[config.mk]
export PLATFORM = sky130hd
export DESIGN_NAME = cia_ctrl
export DESIGN_NICKNAME = d
export VERILOG_FILES = /design/src/rtl/cia_pkg.sv /design/src/rtl/cia_ctrl.sv
export SDC_FILE = /design/constraint.sdc
export NUM_CORES = 1
export LEC_CHECK = 0
export BUFFER_PORTS_ARGS = -buffer_cell sky130_fd_sc_hd__buf_2
export CAP_MARGIN = 20
export CORE_AREA = 2 2 39 41
export DETAILED_ROUTE_END_ITERATION = 8
export DIE_AREA = 0 0 41 43
export PLACE_DENSITY = 0.76
export REMOVE_ABC_BUFFERS = 1
export SLEW_MARGIN = 0
export SYNTH_ARGS = -nofsm -noshare
export SYNTH_HDL_FRONTEND = slang
export SYNTH_SLANG_ARGS = --single-unit
[constraint.sdc]
create_clock -name clk -period 2.3 [get_ports clk]
set_input_delay 0.23 -clock clk [delete_from_list [all_inputs] [get_ports clk]]
set_output_delay 0.23 -clock clk [all_outputs]
set_load 0.01 [all_outputs]
[src/rtl/cia_pkg.sv]
// Package for the checked integer ALU: operation codes, widths and controller commands.
// Used by cia_ctrl, cia_datapath and checked_int64_alu; depends on nothing.
`timescale 1ns / 1ps
package cia_pkg;
  localparam int unsigned OpWidth = 3;
  localparam int unsigned IoWidth = 64;
  localparam int unsigned DefaultDataWidth = 64;

  typedef enum logic [2:0] {
    OP_ADD = 3'd0,
    OP_SUB = 3'd1,
    OP_MUL = 3'd2,
    OP_DIV = 3'd3,
    OP_POW = 3'd4,
    OP_NEG = 3'd5,
    OP_MAX = 3'd6,
    OP_MIN = 3'd7
  } op_t;

  typedef struct packed {
    logic load;
    logic simple;
    logic mul_start;
    logic mul_sel_square;
    logic div_start;
    logic div_step;
    logic pow_shift;
    logic finish;
  } cmd_t;

  typedef struct packed {
    logic mul_done;
    logic div_done;
    logic exp_zero;
    logic exp_low;
    logic exp_one;
    logic failed;
    logic is_pow;
    logic is_mul;
    logic is_div;
  } status_t;
endpackage

[src/rtl/cia_ctrl.sv]
// Controller state machine for the checked integer ALU.
// Depends on cia_pkg for the command and status structures.
`timescale 1ns / 1ps
module cia_ctrl (
  input  logic             clk,
  input  logic             rst,
  input  logic             in_fire,
  input  logic             out_free,
  input  cia_pkg::status_t sts,
  output cia_pkg::cmd_t    cmd,
  output logic             busy
);
  typedef enum logic [3:0] {
    S_IDLE, S_DISPATCH, S_MUL, S_DIV, S_POW_TEST, S_POW_MUL, S_POW_SQ_GO, S_POW_SQ, S_DONE
  } state_t;

  state_t state;
  state_t state_next;

  always_ff @(posedge clk) begin
    if (rst) begin
      state <= S_IDLE;
    end else begin
      state <= state_next;
    end
  end

  assign busy = (state != S_IDLE);

  always_comb begin
    cmd = '0;
    state_next = state;
    unique case (state)
      S_IDLE: begin
        if (in_fire) begin
          cmd.load = 1'b1;
          state_next = S_DISPATCH;
        end
      end
      S_DISPATCH: begin
        if (sts.is_mul) begin
          cmd.mul_start = 1'b1;
          state_next = S_MUL;
        end else if (sts.is_div) begin
          cmd.div_start = 1'b1;
          state_next = S_DIV;
        end else if (sts.is_pow) begin
          state_next = S_POW_TEST;
        end else begin
          cmd.simple = 1'b1;
          state_next = S_DONE;
        end
      end
      S_MUL: begin
        if (sts.mul_done) begin
          state_next = S_DONE;
        end
      end
      S_DIV: begin
        cmd.div_step = 1'b1;
        if (sts.div_done) begin
          state_next = S_DONE;
        end
      end
      S_POW_TEST: begin
        if (sts.failed || sts.exp_zero) begin
          state_next = S_DONE;
        end else if (sts.exp_low) begin
          cmd.mul_start = 1'b1;
          state_next = S_POW_MUL;
        end else if (!sts.exp_one) begin
          cmd.mul_start = 1'b1;
          cmd.mul_sel_square = 1'b1;
          state_next = S_POW_SQ;
        end else begin
          cmd.pow_shift = 1'b1;
        end
      end
      S_POW_MUL: begin
        if (sts.mul_done) begin
          if (sts.exp_one) begin
            cmd.pow_shift = 1'b1;
            state_next = S_POW_TEST;
          end else begin
            state_next = S_POW_SQ_GO;
          end
        end
      end
      S_POW_SQ_GO: begin
        cmd.mul_start = 1'b1;
        cmd.mul_sel_square = 1'b1;
        state_next = S_POW_SQ;
      end
      S_POW_SQ: begin
        if (sts.mul_done) begin
          cmd.pow_shift = 1'b1;
          state_next = S_POW_TEST;
        end
      end
      S_DONE: begin
        if (out_free) begin
          cmd.finish = 1'b1;
          state_next = S_IDLE;
        end
      end
      default: state_next = S_IDLE;
    endcase
  end
endmodule

## Yosys cells after proc, flatten, opt, wreduce, memory -nomap -nowiden

Index checks and enable logic that the tools add are counted.

- Flip-flop bits (word level): 4
- Input bits: 13
- Output and inout bits: 9
- Word-level logic and storage cells: 59

- Equal/unequal tests: 15
- Muxes and demuxes: 39
- Reductions and logical operators: 4

Operators by type and width:

| cell | count |
|---|---|
| $mux 4 | 12 |
| $pmux 4 s9 | 1 |
| $mux 1 | 20 |
| $eq 4x3->1 const B | 4 |
| $ne 2x2->1 const B | 6 |
| $eq 4x2->1 const B | 2 |
| $reduce_and 7->1 | 1 |
| $mux 2 | 3 |
| $pmux 1 s3 | 2 |
| $eq 4x1->1 const B | 1 |
| $eq 4x4->1 const B | 1 |
| $logic_not 4->1 | 1 |
| $ne 4x4->1 const B | 1 |
| $reduce_bool 4->1 | 1 |
| $pmux 1 s2 | 1 |
| $logic_or 1x1->1 | 1 |

## Depth between registers and ports, before layout

Gate-level depths: netlist of the first run.

- Word-level depth: 4
- Gate-level depth with buffers: 5
- Gate-level depth less buffers: 4

## Least setup slack after synthesis of the first run

No wires, ideal clock.

- Kind: reg2out
- Start point: register state[3]
- End point: output cmd[1] (netlist bit)
- Data arrival time: 1356 ps
- Required time: 2070 ps
- Setup slack: 714 ps
- Cell stages (with the launch flop): 5
- Path buffers: 0
- Cells stage by stage: dfxtp_1 -> or4_4 -> nor3_2 -> nand2_1 -> a21oi_1

RTL lines:

| item | RTL line | source |
|---|---|---|
| start: declaration | cia_ctrl.sv:17 | `state_t state;` |
| start signal: assignment | cia_ctrl.sv:24 | `state <= state_next;` |
| end: declaration | cia_ctrl.sv:10 | `output cia_pkg::cmd_t cmd,` |

==> results.cfg, run 1 <==
[sta]
tightest_slew_ps = 518
rsz0062_at_grt = no
slew_headroom_pct = 65.4
setup_tns_ps = 0
fin_crit_sh_pct = 91.8
clock.fmax_mhz = 473
fin_crit_ps = 2110
setup_viol = 0
clock_skew_ps = 1.39
hold_viol_final = 0
slew_violations = 0
holdWs_ps = 280

[synthesis]
synth_edf_count = 0
synthSimpleGateAreaFrac_pct = 41.8
yosysTopAreaCell = dfxtp_1
syn-mean-instance-area_sq_um = 7.27
yosys.area_share.adder_pct = 0
syn_area_sq_um = 494
ys_seq_area_share_pct = 16.2
synth_compound_area_share_pct = 21.0
synth_top_family_by_area = simple AND/OR/NAND/NOR gates
dominantRegCellSynth = dfxtp_1
synthArstFlopShare_pct = 0
ys_seq_elements = 4
yosys.area.top_type_share_pct = 16.2
yosysUniqueCellTypes = 34
synthTopCellsByArea = dfxtp_1, mux2i_1, nand2_1
netlist_instances = 68
synthXorXnorAreaFrac_pct = 1.77
synth.area.mux_share_pct = 10.4
yosysWarnings = 0

[setup_path]
rr_worst_depth = 4
arrival_ps = 1880
end_kind = output pin
worst-path-max-fanout = 16
regToRegSetupSlack_ps = 590
path_delay_family = simple AND/OR/NAND/NOR gates
max_stage_delay_ps = 620
timing.rr.end = state[1]$_SDFFE_PP0P_
critPathSlowestCell = or4_4
crit-reg2reg-launch = state[1]$_SDFFE_PP0P_
cp_cell_sequence = or4_4 -> nor3_2 -> nand2_1 -> a21oi_1 -> buf_2
crit_buf_inv = 1
cp.required_ps = 2070
crit_type = reg -> out
cp-start-kind = flip-flop

[clock_network]
h-tree-depth = 1
hold_buffers = 0
clk_pin_slew_worst_paths_ps = 40
post_cts_buffers = 0
clock_sinks = 4
cts_tree = done
cts_resized = 0
cts-root-buf = clkbuf_4
cts_made_buffers = 3
clk_path_buf_depth = 2
clk-insertion-delay-late_ps = 230

[drt]
wl_mm = 1.39
final_antenna_net_count = 0
drtIter0Drc = 15
post-route-drc-count = 0
drtPass1Iterations = 4
via_count = 609
viasPerCell = 5.80
wl_per_cell_um = 13.2

[placement]
place_inst = 102
hpwl_mm = 1.06
gp_congestion = 0.804
portBuffers = 21
placed_area_sq_um = 602

[power_and_ir_drop]
p_leak_uw = 0.000301
internal-power_uw = 291
peakVddDrop_mv = 0.276
pwr-share-clk_pct = 16.5
p_sw_uw = 241
p_sw_share_pct = 45.3
seq_power_share_pct = 26.7
power.density_nw_per_um2 = 852
comb_power_share_pct = 56.8

[min_path]
hp-start = sts[2]
holdPathEnd = state[2]$_SDFFE_PP0P_
holdPathStages = 3
hold_path.class = in -> reg

[final_layout]
top_register = state
syn2layout_area_growth_pct = 26.3
largest_reg_flops = 4
fin_cells = 105
final_layout_size_suffix_gt1_share_pct = 33.7
postLayoutCoreUtil_pct = 45.1
n_antenna_cell = 0
n_fill_cell = 141
final_nets = 104
largestRegisters = state: 4 flops
fin_area_sq_um = 624

[die]
initial_core_util_pct = 35.7
boundaryPins = 22
die-area_sq_um = 1760
die_x_um = 41
dieHeight_um = 43
core_area_sq_um = 1380
rows = 14

[global_route]
grt_pass1_vias = 545
grt_pass1_wl_mm = 2.15
grt_max_degree = 17
grt-ovfl-total = 0
grt_use_total_pct = 16.8
antenna_found_initial = 0

[status]
status = finished clean

[job]
cap_violations = 0
-- worst max path at each step --
stage                     slack [ps]                   from               endpoint  cells past startpoint
after global placement           510  state[1]$_SDFFE_PP0P_                 cmd[1]                      5
final                            190  state[1]$_SDFFE_PP0P_                 cmd[1]                      5
after CTS                        210  state[1]$_SDFFE_PP0P_                 cmd[1]                      5
after floorplan                  580  state[1]$_SDFFE_PP0P_  state[1]$_SDFFE_PP0P_                      4
after global routing              80  state[1]$_SDFFE_PP0P_                 cmd[1]                      5
after detailed placement         460  state[1]$_SDFFE_PP0P_                 cmd[1]                      5
-- cell type report --
class / instances / area, sq um / area share (%)
tap: 16 / 20.0 / 3.21
multi-input combinational: 55 / 370 / 59.3
sequential: 4 / 80.1 / 12.8
timing repair buffer: 22 / 113 / 18.0
clock buffer: 3 / 22.5 / 3.61
inverter: 5 / 18.8 / 3.01
-- metal layers --
metal | track usage (%) | part of all wire, % | vias to the layer above
met5 | 0 | 0 | -
met4 | 7.33 | 2.0 | 0
met3 | 2.62 | 7.0 | 5
met2 | 26.9 | 49 | 33
met1 | 21.1 | 42 | 273
li1 | - | - | 298
-- cells in the final DEF, fill, tap and decap left out, types with 2 or more instances in the layout --
cell      count
and3_1        2
buf_2        21
clkbuf_4      3
dfxtp_1       4
inv_1         5
mux2i_1       4
nand2_1       7
nand2b_1      2
nor2_1        7
nor3_1        4
nor3b_1       2
nor4_1        3
o31ai_1       3
or3_1         2
-- kinds of logic (layout without fill, tap and decap cells) --
| group | after synthesis | in the layout |
|---|---|---|
| flops | 4 | 4 |
| compound gates | 13 | 13 |
| buf+inv | 9 | 30 |
| simple gates | 36 | 36 |
| mux | 5 | 5 |
| xor+xnor | 1 | 1 |
-- power by group through the flow --
stage,clock [uW],combinational [uW],sequential [uW]
2_1_floorplan,0,210,132
3_3_place_gp,0,292,139
3_5_place_dp,0,299,143
4_1_cts,87.4,299,141
5_1_grt,92.2,334,146
6_report,87.7,302,142
-- per-stage QoR --
stage	setup slack (ps)	power, uW
6_report	188	532
5_1_grt	75.1	572
4_1_cts	207	528
3_5_place_dp	461	442
3_3_place_gp	506	430
2_1_floorplan	577	342
-- cell usage after synthesis (all sizes together) (2+ instances only) --
cell,number
nand2b,2
mux2i,4
dfxtp,4
buf,3
o31ai,3
nor4,3
or3,2
nor3b,2
nand2,7
inv,5
nor3,5
nor2,8
and3,2
-- worst reg2reg max path, stage by stage (launching register included) --
cell and delay [ps]:
dfxtp_1 640, nor4bb_1 410, a22o_1 230, a221o_2 180
mux2i_1 190
(Power assumes the default switching activity.)
==> run 2, diff against run 1 <==
--- a/config.mk
+++ b/config.mk
@@ -11,6 +11,7 @@
 export DETAILED_ROUTE_END_ITERATION = 8
 export DIE_AREA = 0 0 41 43
 export PLACE_DENSITY = 0.76
+export RECOVER_POWER = 100
 export REMOVE_ABC_BUFFERS = 1
 export SLEW_MARGIN = 0
 export SYNTH_ARGS = -nofsm -noshare
==> constraint.sdc (replaced) <==
create_clock -name clk -period 2.3 [get_ports clk]
set_input_delay 0.23 -clock clk [delete_from_list [all_inputs] [get_ports clk]]
set_output_delay 0.23 -clock clk [all_outputs]
set_load 0.02 [all_outputs]
==> run 2 against run 1 <==
Compared with the run above: combinational power rose by 12%; utilization decreased by 0.63 points; power increased by 3.8%; register-to-register slack got worse by 170 ps; critical path depth is the same; clock power grew 2.4%; sequential power fell by 12%; sequential cell count did not move; global-route usage is 0.88 points higher; hold slack got worse by 1.7 ps; via count down 3.0%; first-iteration DRC count unchanged.
==> results.cfg, run 2 (same netlist as run 1, synthesis figures left out) <==
[drt]
final_antenna_net_count = 0
drtIter0Drc = 15
wl_mm = 1.33
viasPerCell = 5.58
wl_per_cell_um = 12.5
wl_met3_um = 61
met2_length_um = 644
via_count = 591
post-route-drc-count = 0
met1_length_um = 597
drtPass1Iterations = 4
top_layer_used = met4

[clock_network]
cts-root-buf = clkbuf_4
clk_pin_slew_worst_paths_ps = 40
cts_resized = 0
h-tree-depth = 1
clock_sinks = 4
cts_tree = done
clk-insertion-delay-late_ps = 240
hold_buffers = 0
clk_path_buf_depth = 2
cts_made_buffers = 3
post_cts_buffers = 0

[final_layout]
n_antenna_cell = 0
mostFrequentLayoutCell = buf_2
final_cell_mix = buf_2, nor2_1, nand2_1, clkbuf_1
top_register = state
final_nets = 105
syn2layout_area_growth_pct = 24.6
multi_input_area_sq_um = 365
final_layout_size_suffix_gt1_share_pct = 25.6
largestRegisters = state: 4 flops
ff_latch_area_sq_um = 80.1
n_fill_cell = 146
largest_reg_flops = 4

[placement]
gp_congestion = 0.779
portBuffers = 21
hpwl_mm = 1.05

[die]
boundaryPins = 22
initial_core_util_pct = 35.7
dieHeight_um = 43
core_area_sq_um = 1380
die-area_sq_um = 1760
die_x_um = 41
rows = 14

[power_and_ir_drop]
peakVddDrop_mv = 0.304
power.density_nw_per_um2 = 896
p_leak_uw = 0.000278

[sta]
fin_crit_ps = 2110
rsz0062_at_grt = no
clock.fmax_mhz = 474
slew_headroom_pct = 62.6
holdWs_ps = 278
fin_crit_sh_pct = 91.7
tightest_slew_ps = 560
setup_tns_ps = 0
clock_skew_ps = 0.767
hold_viol_final = 0
setup_viol = 0
slew_violations = 0

[setup_path]
worst-path-max-fanout = 12
crit_type = reg -> out
rr_worst_depth = 5
cp.required_ps = 2070
endpoint = cmd[1]
cp-start-kind = flip-flop
arrival_ps = 1880
crit_start = state[2]$_SDFFE_PP0P_
regToRegSetupSlack_ps = 420
crit-reg2reg-launch = state[1]$_SDFFE_PP0P_
end_kind = output pin
timing.rr.end = state[3]$_SDFFE_PP0P_

[global_route]
grt-ovfl-total = 0
grt_pass1_vias = 552
grt_pass1_wl_mm = 2.21
grt_use_total_pct = 17.7
antenna_found_initial = 0
grt_max_degree = 16

[status]
status = finished clean

[job]
cap_violations = 0

[min_path]
hold_path.class = in -> reg
## run 2: changes by cell type in the layout (fill, tap and decap cells not counted), sizes merged
cell    previous run  this run
clkbuf             3        10
buf               22        16
## run 2: worst min path at each step
| stage | start | endpoint | depth (start not counted) |
|---|---|---|---|
| detailed placement | sts[2] | state[2]$_SDFFE_PP0P_ | 3 |
| global placement | sts[2] | state[2]$_SDFFE_PP0P_ | 3 |
| global route | sts[2] | state[2]$_SDFFE_PP0P_ | 3 |
| floorplan | sts[2] | state[2]$_SDFFE_PP0P_ | 2 |
| CTS | sts[2] | state[2]$_SDFFE_PP0P_ | 3 |
| finish | sts[2] | state[2]$_SDFFE_PP0P_ | 3 |
## run 2: critical path: stages (launching register included)
cell	delay, ps
dfxtp_1	530
or2b_1	340
nor3_1	350
nand2_1	90
a21oi_1	150
buf_2	180
## run 2: area by class of cell
cell class                      count  area share (%)
Inverter                            5            3.05
Multi-Input combinational cell     55            59.3
Clock buffer                        3            3.66
Tap cell                           16            3.25
Timing Repair Buffer               23            17.7
Sequential cell                     4            13.0
## run 2: per-stage QoR
step / instance area, sq um / cells / setup WS [ps] / power (uW) / utilization [%]
after global routing: 616 / 106 / 98.8 / 600 / 44.5
after detailed placement: 609 / 103 / 577 / 472 / 44.0
after CTS: 632 / 106 / 325 / 566 / 45.7
final: 616 / 106 / 191 / 552 / 44.5
after global placement: 609 / 103 / 617 / 464 / 44.0
after floorplan: 469 / 64 / 272 / 369 / -
## run 2: power breakdown
group / total, uW / switching, uW / internal (uW)
sequential: 125 / 36.6 / 88.3
combinational: 337 / 199 / 138
clock: 89.8 / 31.3 / 58.5
## run 2: routing by layer
metal,track usage (%),vias to the layer above
li1,-,298
met1,21.7,266
met4,10.0,0
met5,0,-
met3,5.24,4
met2,26.3,23
